### config.mk
export PLATFORM = sky130hd
export DESIGN_NAME = keystream_mac_envelope_core
export DESIGN_NICKNAME = d
export VERILOG_FILES = /design/src/kme_pkg.sv /design/src/keystream_mac_envelope_core.sv /design/src/kme_key_store.sv
export SDC_FILE = /design/constraint.sdc
export NUM_CORES = 2
export LEC_CHECK = 0
export ABC_CLOCK_PERIOD_IN_PS = 5050
export BUFFER_PORTS_ARGS = -buffer_cell sky130_fd_sc_hd__clkbuf_2
export CAP_MARGIN = 20
export CORE_AREA = 2 2 435 437
export CTS_CLUSTER_DIAMETER = 150
export DETAILED_ROUTE_END_ITERATION = 10
export DIE_AREA = 0 0 437 439
export GPL_ROUTABILITY_DRIVEN = 0
export PLACE_DENSITY = 0.62
export SLEW_MARGIN = 20
export SYNTH_ARGS = -nofsm -noshare
export SYNTH_HDL_FRONTEND = slang
export SYNTH_SLANG_ARGS = --single-unit
### constraint.sdc
create_clock -name clk -period 5.05 [get_ports clk]
set_input_delay 0.2525 -clock clk [delete_from_list [all_inputs] [get_ports clk]]
set_output_delay 0.2525 -clock clk [all_outputs]
set_load 0.02 [all_outputs]
### src/kme_pkg.sv
// Shared constants and codes for the keystream and tag envelope core.
`timescale 1ns / 1ps
package kme_pkg;

	localparam int KEY_BYTES_DEF   = 64;
	localparam int MAX_MESSAGE_DEF = 4096;
	localparam int NONCE_LEN       = 12;
	localparam int TAG_LEN         = 16;

	localparam logic [2:0] ACT_KEY    = 3'd0;
	localparam logic [2:0] ACT_NONCE  = 3'd1;
	localparam logic [2:0] ACT_TAG    = 3'd2;
	localparam logic [2:0] ACT_SEAL   = 3'd3;
	localparam logic [2:0] ACT_OPEN   = 3'd4;
	localparam logic [2:0] ACT_DATA   = 3'd5;
	localparam logic [2:0] ACT_FINISH = 3'd6;

	localparam logic [1:0] KIND_NONCE   = 2'd0;
	localparam logic [1:0] KIND_DATA    = 2'd1;
	localparam logic [1:0] KIND_TAG     = 2'd2;
	localparam logic [1:0] KIND_VERDICT = 2'd3;

	localparam logic [1:0] ST_OK       = 2'd0;
	localparam logic [1:0] ST_LIMIT    = 2'd1;
	localparam logic [1:0] ST_NO_RUN   = 2'd2;
	localparam logic [1:0] ST_MISMATCH = 2'd3;

	localparam logic [1:0] MODE_IDLE = 2'd0;
	localparam logic [1:0] MODE_SEAL = 2'd1;
	localparam logic [1:0] MODE_OPEN = 2'd2;

	localparam logic [31:0] LANE_SEED  = 32'h9e3779b9;
	localparam logic [31:0] MIX_PRIME  = 32'd16777619;
	localparam logic [7:0]  KS_STEP    = 8'd31;
	localparam logic [7:0]  KS_INIT    = 8'd7;
	localparam logic [7:0]  NONCE_STEP = 8'd101;
	localparam int          XS_SHIFT   = 13;
	localparam logic [7:0]  KEY_RESET  = 8'h5a;

endpackage

### src/keystream_mac_envelope_core.sv
// Top level of the keystream and tag envelope core.
`timescale 1ns / 1ps
// The block takes one input beat at a time and returns to accept the next
// once all its results have entered the output register. Store writes keep
// it idle. A data byte passes the accepting state, then read of key and
// tag lane, keystream and sum, constant multiply, write-back of the lane.
// Begin seal reads and emits each nonce byte, then reads and writes each of
// the sixteen tag lanes to seed them; begin open only seeds the lanes,
// finish of a seal reads and emits each tag byte and finish of an open
// compares each lane before its verdict, all set by the single read port
// of the key and lane memories. There is no clearing pass after reset.
module keystream_mac_envelope_core
	import kme_pkg::*;
#(
	parameter int KEY_BYTES   = KEY_BYTES_DEF,
	parameter int MAX_MESSAGE = MAX_MESSAGE_DEF
) (
	input  logic        clk,
	input  logic        arst_n,
	input  logic        s_tvalid,
	output logic        s_tready,
	input  logic [15:0] s_tdata,   // index [5:0], value [13:6], zero [15:14]
	input  logic [2:0]  s_tuser,   // action [2:0]
	output logic        m_tvalid,
	input  logic        m_tready,
	output logic [7:0]  m_tdata,   // out_byte [7:0]
	output logic [3:0]  m_tuser,   // kind [1:0], status [3:2]
	output logic        m_tlast,
	input  logic        cfg_we,
	input  logic [6:0]  cfg_wdata
);

	localparam int KA_W = (KEY_BYTES > 1) ? $clog2(KEY_BYTES) : 1;
	localparam int KL_W = $clog2(KEY_BYTES + 1);
	localparam int CW   = (KL_W > 7) ? KL_W : 7;
	localparam int IW   = (KA_W > 6) ? KA_W : 6;
	localparam int PW   = $clog2(MAX_MESSAGE + 1);

	localparam logic [3:0] S_IDLE = 4'd0;
	localparam logic [3:0] S_ONE  = 4'd1;
	localparam logic [3:0] S_NRD  = 4'd2;
	localparam logic [3:0] S_NEM  = 4'd3;
	localparam logic [3:0] S_LRD  = 4'd4;
	localparam logic [3:0] S_LWR  = 4'd5;
	localparam logic [3:0] S_DRD  = 4'd6;
	localparam logic [3:0] S_DEM  = 4'd7;
	localparam logic [3:0] S_DMUL = 4'd8;
	localparam logic [3:0] S_DWR  = 4'd9;
	localparam logic [3:0] S_FRD  = 4'd10;
	localparam logic [3:0] S_FEM  = 4'd11;
	localparam logic [3:0] S_VRD  = 4'd12;
	localparam logic [3:0] S_VACC = 4'd13;
	localparam logic [3:0] S_VEM  = 4'd14;

	function automatic logic [KA_W-1:0] wrap_inc(input logic [KA_W-1:0] x,
			input logic [KL_W-1:0] lim);
		logic [KL_W-1:0] nx;
		nx = KL_W'(x) + KL_W'(1);
		return (nx >= lim) ? '0 : KA_W'(nx);
	endfunction

	logic [3:0]      state_q;
	logic [6:0]      key_length_q;
	logic [1:0]      mode_q;
	logic [1:0]      mode_nx_q;
	logic [31:0]     msg_ctr_q;
	logic [PW-1:0]   pos_q;
	logic [3:0]      pos12_q;
	logic [3:0]      pos16_q;
	logic [7:0]      ks_add_q;
	logic [KA_W-1:0] cursor_q;
	logic [KA_W-1:0] kidx_q;
	logic [3:0]      i_q;
	logic [7:0]      step101_q;
	logic [7:0]      val_q;
	logic            diff_q;
	logic [1:0]      one_kind_q;
	logic [1:0]      one_st_q;
	logic [7:0]      nonce_q [NONCE_LEN];
	logic [31:0]     sum_s1;
	logic [31:0]     prod_s2;

	logic            ovalid_q;
	logic [7:0]      obyte_q;
	logic [1:0]      okind_q;
	logic [1:0]      ost_q;
	logic            olast_q;

	logic [31:0] lane_mem [TAG_LEN];
	logic [31:0] lane_rd_q;
	logic [7:0]  exp_mem [TAG_LEN];
	logic [7:0]  exp_rd_q;

	logic [2:0]      action;
	logic [5:0]      idx;
	logic [7:0]      value;
	logic            accept;
	logic            out_free;
	logic            emit;
	logic [CW-1:0]   len_wide;
	logic [KL_W-1:0] kl;
	logic [KA_W-1:0] cur_eff;
	logic [KA_W-1:0] key_raddr;
	logic [IW-1:0]   idx_wide;
	logic            key_we;
	logic [7:0]      key_rd;
	logic            data_st;
	logic [3:0]      nidx;
	logic [7:0]      nonce_rd;
	logic [3:0]      lane_raddr;
	logic [7:0]      ks;
	logic [7:0]      res;
	logic [7:0]      ct;
	logic [7:0]      fold;
	logic [7:0]      nonce_new;
	logic [31:0]     lane_seed_val;
	logic [31:0]     lane_mix;

	assign action   = s_tuser;
	assign idx      = s_tdata[5:0];
	assign value    = s_tdata[13:6];
	assign s_tready = (state_q == S_IDLE);
	assign accept   = s_tvalid && s_tready;
	assign out_free = !ovalid_q || m_tready;
	assign emit     = out_free && (state_q inside {S_ONE, S_NEM, S_DEM, S_FEM, S_VEM});

	always_comb begin
		len_wide = CW'(key_length_q);
		if (len_wide == '0) begin
			kl = KL_W'(1);
		end else if (len_wide > CW'(KEY_BYTES)) begin
			kl = KL_W'(KEY_BYTES);
		end else begin
			kl = KL_W'(len_wide);
		end
	end

	assign cur_eff   = (KL_W'(cursor_q) >= kl) ? '0 : cursor_q;
	assign data_st   = (state_q == S_DRD) || (state_q == S_DEM);
	assign key_raddr = data_st ? cur_eff : kidx_q;
	assign idx_wide  = IW'(idx);
	assign key_we    = accept && (action == ACT_KEY) && (32'(idx) < 32'(KEY_BYTES));

	kme_key_store #(
		.KEY_BYTES(KEY_BYTES),
		.KA_W     (KA_W)
	) u_key (
		.clk   (clk),
		.arst_n(arst_n),
		.we    (key_we),
		.waddr (idx_wide[KA_W-1:0]),
		.wdata (value),
		.raddr (key_raddr),
		.rdata (key_rd)
	);

	assign nidx       = data_st ? pos12_q : ((i_q < 4'(NONCE_LEN)) ? i_q : i_q - 4'(NONCE_LEN));
	assign nonce_rd   = nonce_q[nidx];
	assign lane_raddr = data_st ? pos16_q : i_q;

	assign ks        = (key_rd ^ nonce_rd) + ks_add_q;
	assign res       = val_q ^ ks;
	assign ct        = (mode_q == MODE_SEAL) ? res : val_q;
	assign fold      = lane_rd_q[7:0] ^ lane_rd_q[15:8] ^ lane_rd_q[23:16];
	assign nonce_new = msg_ctr_q[8*i_q[1:0] +: 8] ^ (key_rd + step101_q);
	assign lane_seed_val = LANE_SEED ^ {24'd0, key_rd} ^ {24'd0, nonce_rd};
	assign lane_mix  = prod_s2 ^ (prod_s2 >> XS_SHIFT);

	// Lane and expected-tag memories: one write and one registered read each.
	always_ff @(posedge clk) begin
		if (state_q == S_LWR) begin
			lane_mem[i_q] <= lane_seed_val;
		end else if (state_q == S_DWR) begin
			lane_mem[pos16_q] <= lane_mix;
		end
		lane_rd_q <= lane_mem[lane_raddr];
		if (accept && (action == ACT_TAG) && (idx < 6'(TAG_LEN))) begin
			exp_mem[idx[3:0]] <= value;
		end
		exp_rd_q <= exp_mem[i_q];
	end

	// Datapath registers without reset.
	always_ff @(posedge clk) begin
		if (accept) begin
			val_q <= value;
		end
		sum_s1  <= lane_rd_q + {24'd0, ct} + 32'd1;
		prod_s2 <= sum_s1 * MIX_PRIME;
		if (out_free) begin
			case (state_q)
				S_ONE: begin
					obyte_q <= 8'd0;
					okind_q <= one_kind_q;
					ost_q   <= one_st_q;
					olast_q <= 1'b1;
				end
				S_NEM: begin
					obyte_q <= nonce_new;
					okind_q <= KIND_NONCE;
					ost_q   <= ST_OK;
					olast_q <= (i_q == 4'(NONCE_LEN - 1));
				end
				S_DEM: begin
					obyte_q <= res;
					okind_q <= KIND_DATA;
					ost_q   <= ST_OK;
					olast_q <= 1'b1;
				end
				S_FEM: begin
					obyte_q <= fold;
					okind_q <= KIND_TAG;
					ost_q   <= ST_OK;
					olast_q <= (i_q == 4'(TAG_LEN - 1));
				end
				S_VEM: begin
					obyte_q <= 8'd0;
					okind_q <= KIND_VERDICT;
					ost_q   <= diff_q ? ST_MISMATCH : ST_OK;
					olast_q <= 1'b1;
				end
				default: begin
				end
			endcase
		end
	end

	always_ff @(posedge clk or negedge arst_n) begin
		if (!arst_n) begin
			state_q      <= S_IDLE;
			key_length_q <= 7'd1;
			mode_q       <= MODE_IDLE;
			mode_nx_q    <= MODE_IDLE;
			msg_ctr_q    <= '0;
			pos_q        <= '0;
			pos12_q      <= '0;
			pos16_q      <= '0;
			ks_add_q     <= KS_INIT;
			cursor_q     <= '0;
			kidx_q       <= '0;
			i_q          <= '0;
			step101_q    <= '0;
			diff_q       <= 1'b0;
			one_kind_q   <= KIND_DATA;
			one_st_q     <= ST_OK;
			ovalid_q     <= 1'b0;
			for (int n = 0; n < NONCE_LEN; n++) begin
				nonce_q[n] <= 8'd0;
			end
		end else begin
			if (cfg_we) begin
				key_length_q <= cfg_wdata;
			end
			if (emit) begin
				ovalid_q <= 1'b1;
			end else if (m_tready) begin
				ovalid_q <= 1'b0;
			end
			case (state_q)
				S_IDLE: begin
					if (accept) begin
						case (action)
							ACT_NONCE: begin
								if (idx < 6'(NONCE_LEN)) begin
									nonce_q[idx[3:0]] <= value;
								end
							end
							ACT_SEAL: begin
								msg_ctr_q <= msg_ctr_q + 32'd1;
								kidx_q    <= '0;
								i_q       <= '0;
								step101_q <= 8'd0;
								state_q   <= S_NRD;
							end
							ACT_OPEN: begin
								kidx_q    <= '0;
								i_q       <= '0;
								mode_nx_q <= MODE_OPEN;
								state_q   <= S_LRD;
							end
							ACT_DATA: begin
								if (mode_q == MODE_IDLE) begin
									one_kind_q <= KIND_DATA;
									one_st_q   <= ST_NO_RUN;
									state_q    <= S_ONE;
								end else if (pos_q == PW'(MAX_MESSAGE)) begin
									one_kind_q <= KIND_DATA;
									one_st_q   <= ST_LIMIT;
									state_q    <= S_ONE;
								end else begin
									state_q <= S_DRD;
								end
							end
							ACT_FINISH: begin
								i_q    <= '0;
								diff_q <= 1'b0;
								if (mode_q == MODE_IDLE) begin
									one_kind_q <= KIND_VERDICT;
									one_st_q   <= ST_NO_RUN;
									state_q    <= S_ONE;
								end else if (mode_q == MODE_SEAL) begin
									state_q <= S_FRD;
								end else begin
									state_q <= S_VRD;
								end
							end
							default: begin
							end
						endcase
					end
				end
				S_ONE: begin
					if (out_free) begin
						state_q <= S_IDLE;
					end
				end
				S_NRD: begin
					state_q <= S_NEM;
				end
				S_NEM: begin
					if (out_free) begin
						nonce_q[i_q]   <= nonce_new;
						step101_q      <= step101_q + NONCE_STEP;
						if (i_q == 4'(NONCE_LEN - 1)) begin
							i_q       <= '0;
							kidx_q    <= '0;
							mode_nx_q <= MODE_SEAL;
							state_q   <= S_LRD;
						end else begin
							i_q     <= i_q + 4'd1;
							kidx_q  <= wrap_inc(kidx_q, kl);
							state_q <= S_NRD;
						end
					end
				end
				S_LRD: begin
					state_q <= S_LWR;
				end
				S_LWR: begin
					// Lane seeding ends the start of a run.
					if (i_q == 4'(TAG_LEN - 1)) begin
						mode_q   <= mode_nx_q;
						pos_q    <= '0;
						pos12_q  <= '0;
						pos16_q  <= '0;
						ks_add_q <= KS_INIT;
						cursor_q <= '0;
						state_q  <= S_IDLE;
					end else begin
						i_q     <= i_q + 4'd1;
						kidx_q  <= wrap_inc(kidx_q, kl);
						state_q <= S_LRD;
					end
				end
				S_DRD: begin
					cursor_q <= cur_eff;
					state_q  <= S_DEM;
				end
				S_DEM: begin
					if (out_free) begin
						state_q <= S_DMUL;
					end
				end
				S_DMUL: begin
					state_q <= S_DWR;
				end
				S_DWR: begin
					pos_q    <= pos_q + PW'(1);
					pos12_q  <= (pos12_q == 4'(NONCE_LEN - 1)) ? 4'd0 : pos12_q + 4'd1;
					pos16_q  <= pos16_q + 4'd1;
					ks_add_q <= ks_add_q + KS_STEP;
					cursor_q <= wrap_inc(cursor_q, kl);
					state_q  <= S_IDLE;
				end
				S_FRD: begin
					state_q <= S_FEM;
				end
				S_FEM: begin
					if (out_free) begin
						if (i_q == 4'(TAG_LEN - 1)) begin
							mode_q  <= MODE_IDLE;
							state_q <= S_IDLE;
						end else begin
							i_q     <= i_q + 4'd1;
							state_q <= S_FRD;
						end
					end
				end
				S_VRD: begin
					state_q <= S_VACC;
				end
				S_VACC: begin
					diff_q <= diff_q | (fold != exp_rd_q);
					if (i_q == 4'(TAG_LEN - 1)) begin
						state_q <= S_VEM;
					end else begin
						i_q     <= i_q + 4'd1;
						state_q <= S_VRD;
					end
				end
				S_VEM: begin
					if (out_free) begin
						mode_q  <= MODE_IDLE;
						state_q <= S_IDLE;
					end
				end
				default: begin
					state_q <= S_IDLE;
				end
			endcase
		end
	end

	assign m_tvalid = ovalid_q;
	assign m_tdata  = obyte_q;
	assign m_tuser  = {ost_q, okind_q};
	assign m_tlast  = olast_q;

`ifndef SYNTHESIS
	a_pos_bound: assert property (@(posedge clk) disable iff (!arst_n)
		pos_q <= PW'(MAX_MESSAGE))
		else $error("byte position beyond message limit");
	a_pos12_bound: assert property (@(posedge clk) disable iff (!arst_n)
		pos12_q < 4'(NONCE_LEN))
		else $error("nonce position out of range");
	a_lane_track: assert property (@(posedge clk) disable iff (!arst_n)
		pos16_q == 4'(pos_q))
		else $error("lane index out of step with byte position");
	a_stage_order: assert property (@(posedge clk) disable iff (!arst_n)
		state_q == S_DMUL |=> state_q == S_DWR)
		else $error("multiply stage not followed by lane write-back");
`endif

endmodule

### src/kme_key_store.sv
// Key byte memory with per-entry valid bits that supply the reset contents.
`timescale 1ns / 1ps
module kme_key_store
	import kme_pkg::*;
#(
	parameter int KEY_BYTES = KEY_BYTES_DEF,
	parameter int KA_W      = (KEY_BYTES > 1) ? $clog2(KEY_BYTES) : 1
) (
	input  logic            clk,
	input  logic            arst_n,
	input  logic            we,
	input  logic [KA_W-1:0] waddr,
	input  logic [7:0]      wdata,
	input  logic [KA_W-1:0] raddr,
	output logic [7:0]      rdata
);

	logic [7:0]     mem [KEY_BYTES];
	logic [KEY_BYTES-1:0] valid_q;
	logic [7:0]     rd_q;
	logic           rd_valid_q;
	logic           rd_zero_q;

	always_ff @(posedge clk) begin
		if (we) begin
			mem[waddr] <= wdata;
		end
		rd_q <= mem[raddr];
	end

	always_ff @(posedge clk or negedge arst_n) begin
		if (!arst_n) begin
			valid_q    <= '0;
			rd_valid_q <= 1'b0;
			rd_zero_q  <= 1'b0;
		end else begin
			if (we) begin
				valid_q[waddr] <= 1'b1;
			end
			rd_valid_q <= valid_q[raddr];
			rd_zero_q  <= (raddr == '0);
		end
	end

	// An entry never written reads as its reset value.
	assign rdata = rd_valid_q ? rd_q : (rd_zero_q ? KEY_RESET : 8'd0);

endmodule

## Yosys cells after proc, flatten, opt, wreduce, memory -nomap -nowiden

Memories as Yosys holds them, arrays and structs flattened. A register that Yosys moved wholly into a read port is not among the register bits.
Cells that the tools add are included.

- Output and inout bits: 15
- Bits in writable memories: 1152
- Input port bits: 31
- Memories kept: 3
- Word-level logic and storage cells: 295
- Bits in registers: 353

Memories:

| memory | depth | bits a word | read ports | clocked after memory_dff | write ports | line | source |
|---|---|---|---|---|---|---|---|
| lane_mem | 16 | 32 | 1 | 1 | 1 | keystream_mac_envelope_core.sv:89 | `logic [31:0] lane_mem [TAG_LEN];` |
| u_key.mem | 64 | 8 | 1 | 1 | 1 | kme_key_store.sv:18 | `logic [7:0] mem [KEY_BYTES];` |
| exp_mem | 16 | 8 | 1 | 1 | 1 | keystream_mac_envelope_core.sv:91 | `logic [7:0] exp_mem [TAG_LEN];` |

- Reductions and logical operators: 52
- Add/subtract/negate cells: 14
- Order comparisons: 15
- Bitwise operators: 13
- Muxes and demuxes: 111
- Eq/ne operators: 46
- Shifts and indexed selects: 1
- $mul: 1

Operators by type and width:

| kind | count |
|---|---|
| 2-to-1 mux 96 bit | 4 |
| bitwise mux 96 bit | 2 |
| one-hot mux 96 bit (2 select lines) | 1 |
| 2-to-1 mux 8 bit | 10 |
| 2-to-1 mux 4 bit | 19 |
| adder 32 x 1 -> 32 bit, second input constant | 2 |
| demux 8 bit (select 4 bit) | 2 |
| bitwise OR 64 bit | 1 |
| 2-to-1 mux 6 bit | 10 |
| one-hot mux 4 bit (13 select lines) | 1 |
| == test 4 bit, second input constant | 10 |
| XOR 8 bit | 5 |
| one-hot mux 6 bit (3 select lines) | 2 |
| adder 32 x 8 -> 32 bit | 1 |
| binary-select mux 8 bit (select 4 bit) | 1 |
| multiplier 32 x 25 -> 32 bit, second input constant | 1 |
| 2-to-1 mux 32 bit | 1 |
| one-hot mux 4 bit (4 select lines) | 2 |
| one-hot mux 8 bit (2 select lines) | 2 |
| one-hot mux 8 bit (4 select lines) | 1 |
| OR reduction 32 bit | 1 |
| indexed part select 32 x 6 -> 8 bit | 1 |
| XOR 32 x 19 -> 32 bit | 1 |
| XOR 32 x 8 -> 32 bit | 1 |
| other kinds (66) | 171 |

## Longest topological paths before layout

- Depth in word-level cells: 13
- Mapped depth: 29
- Depth with buffers taken out: 24

## Cells and area by module

A second synthesis with hierarchy kept.

- Cell total of the unflattened synthesis: 4645
- Area total of the unflattened synthesis: 69924.6 um^2

By module, submodules not included:

| module | cells each | sequential area each (um^2) | area each (um^2) | instances |
|---|---|---|---|---|
| keystream_mac_envelope_core | 3459 | 26965.9 | 46980.1 | 1 |
| kme_key_store | 1186 | 17186.5 | 22944.5 | 1 |

## Least setup slack after synthesis

No wires, ideal clock.

- Kind: flip-flop to flip-flop
- Start point: register state_q[2]
- End point: register sum_s1[28]
- Required time: 4.932 ns
- Arrival: 5.135 ns
- Setup slack: -0.203 ns
- Buffers on the path: 4
- Clock period less this slack: 5.253 ns
- Stages on the path, launching flop included: 28
- Setup time: 0.118 ns
- Cell sequence: dfrtp_1 > buf_4 > and3b_1 > buf_6 > a21oi_2 > buf_4 > buf_2 > a211oi_1 > a311oi_1 > a21oi_1 > o21ai_0 > xor2_1 > ha_1 > inv_1 > fa_1 > nor2_1 > xor2_1 > inv_1 > fa_1 > nor2b_1 > o21ai_0 > a21boi_0 > o21ai_0 > a21boi_0 > o21ai_0 > a21oi_1 > nand4_1 > xnor2_1

- Cells in the longest elaborated chain, start to end: 13
- Elaborated cells on any way between the ends: 14
- Classes of those cells: 3 x add/sub; 2 x eq/ne; 5 x mux; 3 x bitwise; 1 x reduce/logical

RTL lines:

| item | line | source |
|---|---|---|
| start, declared | keystream_mac_envelope_core.sv:62 | `logic [3:0] state_q;` |
| start signal, assigned | keystream_mac_envelope_core.sv:230 | `state_q <= S_IDLE;` |
| start signal, assigned | keystream_mac_envelope_core.sv:273 | `state_q <= S_NRD;` |
| start signal, assigned | keystream_mac_envelope_core.sv:279 | `state_q <= S_LRD;` |
| == test 4 x 3 -> 1 bit | keystream_mac_envelope_core.sv:139 | `assign data_st = (state_q == S_DRD) \|\| (state_q == S_DEM);` |
| logical OR 1 bit * | keystream_mac_envelope_core.sv:139 |  |
| 2-to-1 mux 4 bit * | keystream_mac_envelope_core.sv:157 | `assign nidx = data_st ? pos12_q : ((i_q < 4'(NONCE_LEN)) ? i_q : i_q - 4'(NONCE_LEN));` |
| NOT 4 -> 5 bit (implied by the code) * | keystream_mac_envelope_core.sv:158 | `assign nonce_rd = nonce_q[nidx];` |
| binary-select mux 8 bit (select 4 bit) * | keystream_mac_envelope_core.sv:158 |  |
| 2-to-1 mux 8 bit (implied by the code) * (2 in series) | keystream_mac_envelope_core.sv:158 |  |
| XOR 8 bit * | keystream_mac_envelope_core.sv:161 | `assign ks = (key_rd ^ nonce_rd) + ks_add_q;` |
| adder 8 bit * | keystream_mac_envelope_core.sv:161 |  |
| XOR 8 bit * | keystream_mac_envelope_core.sv:162 | `assign res = val_q ^ ks;` |
| 2-to-1 mux 8 bit * | keystream_mac_envelope_core.sv:163 | `assign ct = (mode_q == MODE_SEAL) ? res : val_q;` |
| adder 32 x 8 -> 32 bit * | keystream_mac_envelope_core.sv:188 | `sum_s1 <= lane_rd_q + {24'd0, ct} + 32'd1;` |
| adder 32 x 1 -> 32 bit * | keystream_mac_envelope_core.sv:188 |  |
| end signal, assigned | keystream_mac_envelope_core.sv:188 |  |
| end, declared | keystream_mac_envelope_core.sv:80 | `logic [31:0] sum_s1;` |

Mark *: on every way between the ends. The rest lies on a longest branch, timed or not. The select of a mux whose other input is x is not followed.
A chain may end at the register's enable or synchronous reset.

## Worst setup path after layout

- Start point: register state_q[2]
- End point: register sum_s1[18]

Same word-level chain as after synthesis.

==> results by group <==
Outcome
  • Status: finished with violations
  • Failing checks: negative setup slack

Worst setup path
  • RR Endpoint: sum_s1[18]
  • Crit path required time: 5.75 ns
  • Cells along the critical path: and3b_2, buf_6, a21oi_4, buf_4, buf_6, buf_12, buf_4, mux4_2, nand2_1, o21ai_0, xor2_1, ha_1, a21o_1, a21oi_2, xnor2_1, xnor2_1, o21ai_1, ha_1, buf_6, o21ai_2, a211o_1, buf_6, nor3_4, xor2_1
  • Worst r2r path cells: 24
  • Crit. End Element: register
  • CP max stage delay: 0.53 ns
  • CP delay by family, top: compound AO/OA/AOI/OAI gates
  • CP Buf/Inv Count: 7
  • Worst r2r src: state_q[2]
  • Crit path DAT: 6.03 ns
  • Slowest CP cell: mux4_2
  • Crit path max fanout: 6
  • Cell mode on critical path: buf_6
  • Reg2reg setup slack: -0.28 ns
  • Kind of start point of the critical path: register
  • Critical path class: register to register

Hold path
  • Min-Delay Startpoint: s_tuser[0]
  • Worst min-delay path class: input port to register
  • Worst hold path stage count: 4
  • Hold Crit Endpoint: one_st_q[0]

Layout
  • Finished Layout Cells: 8,555
  • # nets final: 6,273
  • P&R area growth vs syn: 14.9%
  • Fin util: 0.435
  • Layout cell share with drive strength beyond 1: 0.134

Timing
  • Worst-Margin Slew: approximately 1.1 ns
  • Crit share post-route: 1.06
  • Final Skew: 0.0609 ns
  • Achievable frequency: ~0.19 GHz
  • Worst hold slack: slightly above 0.09 ns
  • Pins Over Slew Limit: 0
  • Setup Viol. Count Final: 22
  • Final worst slack: -0.280 ns
  • RSZ-0062 raised after global routing: yes
  • Slew HR: 0.259
  • Period minus WS final: 5.33 ns
  • Hold Fails Final Rpt: 0

Floorplanning
  • Die width: around 440 um
  • Number of I/O pins: 46
  • Core Box Area: between 150,000 and 200,000 um2
  • Die ar.: ~190,000 um2
  • Site row count: about 160
  • Die Y: 439 um
  • Initial Util: 0.379

Synthesis
  • Largest cells by area after synthesis: edfxtp_1 (50%), dfrtp_1 (9.3%), nand2_1 (5.1%)
  • Post-synth EDFFs: between 1,000 and 1,500
  • Yosys cell types: 86
  • Mapped Area: ~71,000 um2
  • Top-count cell post-synth: edfxtp_1
  • Post-Syn Nets: just over 6,000
  • Synthesized instance count: about 5,800
  • Sequential area share after synthesis: 0.623
  • Fraction of registers with async set/reset: 0.172
  • Yosys reg bits: around 1,600
  • Avg Inst Size Synth: between 10 and 15 um2
  • Yosys top cell area share: 0.497
  • Synth area leader: edfxtp_1
  • Synth Flop Type: edfxtp_1
  • Ys Warns: 0
  • Commonest cells in the netlist: edfxtp_1 (1,173), nand2_1 (965), nand3_1 (341)

Clock network
  • Clock Pin Slew Worst Setup and Hold Paths: around 0.060 ns
  • Clock Latency Late Sink: about 0.82 ns
  • TritonCTS Buffers: between 150 and 200
  • CTS root buf: clkbuf_16
  • Clk buf depth: 3
  • # H-tree levels: 4
  • CTS tree: done
  • Clock Sinks: 1,552

Detailed routing
  • First-pass DRT Iterations: 6
  • Via density: approximately 5.6
  • Residual DRC: 0
  • DRT antenna net count: 0
  • Detailed Route WL: 198,000 um
  • WL per Instance: 23.2 um
  • Initial DRC count: approximately 4,800
  • Via count: ~48,000

Placed design
  • Cell count after placement: 8,200
  • Post-DP HPWL: roughly 120,000 um
  • PortBufs: 43

GRT
  • Grt total ovfl: 0
  • First-pass GRT wire length: between 200,000 and 300,000 um
  • Total GRT Usage: 0.203
  • Initial antenna violation count: 6
  • Largest net degree at the start of global routing: between 100 and 150
  • Number of global-route vias before repair: about 47,000

Flow run
  • Max cap viols: 0
-- routing by layer --
metal / up-vias / track usage / share of wire
met5: - / 0 / 0.00021
met4: 6 / 0.0729 / 0.035
met3: 367 / 0.0329 / 0.071
met2: 1770 / 0.324 / 0.47
met1: 24100 / 0.280 / 0.43
li1: 21600 / - / -
-- cell usage in the layout, fill, tap and decap left out, types with 55 or more instances in the layout --
cell type  netlist  routed
mux4_2          55      55
o21ai_0        108      92
xnor2_1        134     132
nand3_1        341     334
or2_2           71      71
edfxtp_1      1173    1173
buf_4            9     243
a31oi_1        128     126
dfrtp_1        263     261
inv_1          248     246
a211oi_1       222     220
a311oi_1       106     106
o221ai_1        91      91
fa_1            77      76
o21a_1         102     102
clkbuf_16        0     161
nor2_1         205     186
ha_1           242     237
a21oi_1        162     149
and3_1         199     198
xor2_1          63      60
dfxtp_1        112      99
nand2_1        965     959
-- repair_timing --
item / 4_1_cts / 5_1_grt
cloned: 1 / 0
endpoints found under the hold margin: 181 / 0
gates resized for setup: 32 / 76
pin swaps: 19 / 47
hold buffers: 33 / 0
setup buffers: 10 / 13
endpoints found under the setup margin: 28 / 35
-- flip-flops by register name (all words and copies together), names as in the netlist, 13 cells and up --
name / cells
u_key.valid_q: 64
lane_mem: 512
msg_ctr_q: 32
lane_rd_q: 32
pos_q: 13
nonce_q: 96
u_key.mem: 512
exp_mem: 128
sum_s1: 32
prod_s2: 32
-- logic make-up (layout without fill, tap and decap cells) --
group | count (synthesis) | after routing | share of synthesized area
compound gates | 1051 | 1051 | 0.105
flops | 1552 | 1552 | 0.623
mux | 87 | 87 | 0.0224
fa+ha+maj | 319 | 319 | 0.0645
xor+xnor | 197 | 197 | 0.0244
other cells | 0 | 1 | 0
simple gates | 1963 | 1963 | 0.127
buf+inv | 597 | 890 | 0.0338
-- final cells by class --
cell class,instances,area (um2)
multi-input cells,3617,24900
inverters,249,935
flip-flops and latches,1552,44200
fillers,17000,106000
clock inverters,76,967
well taps,2495,3120
clock buffers,221,4450
diodes,1,2.50
repair buffers,344,2890
-- metrics by stage --
step	instance area, um2	setup TNS, ns	setup WS, ns
2_1_floorplan	70900	0	0.0327
3_3_place_gp	75100	-4.81	-0.269
3_5_place_dp	75100	-5.41	-0.289
4_1_cts	81000	-2.07	-0.153
5_1_grt	81400	-7.56	-0.456
6_report	81400	-3.65	-0.280
-- worst max-delay path by stage --
stage | start | to | slack, ns | cells past startpoint
detailed placement | state_q[1] | sum_s1[18] | -0.29 | 23
global route | state_q[2] | sum_s1[18] | -0.46 | 24
CTS | state_q[2] | sum_s1[20] | -0.15 | 23
floorplan | state_q[2] | sum_s1[18] | 0.03 | 27
finish | state_q[2] | sum_s1[18] | -0.28 | 24
global placement | state_q[1] | sum_s1[16] | -0.27 | 25
-- tightest hold or removal path, stage by stage --
cell      delay, ns
clkbuf_2       0.21
xor2_1         0.11
and4_1         0.21
nor2_1         0.09
Power is left out: the tool's default activity adds up to more than one toggle a clock period on the data nets, which glitch-free logic cannot reach.
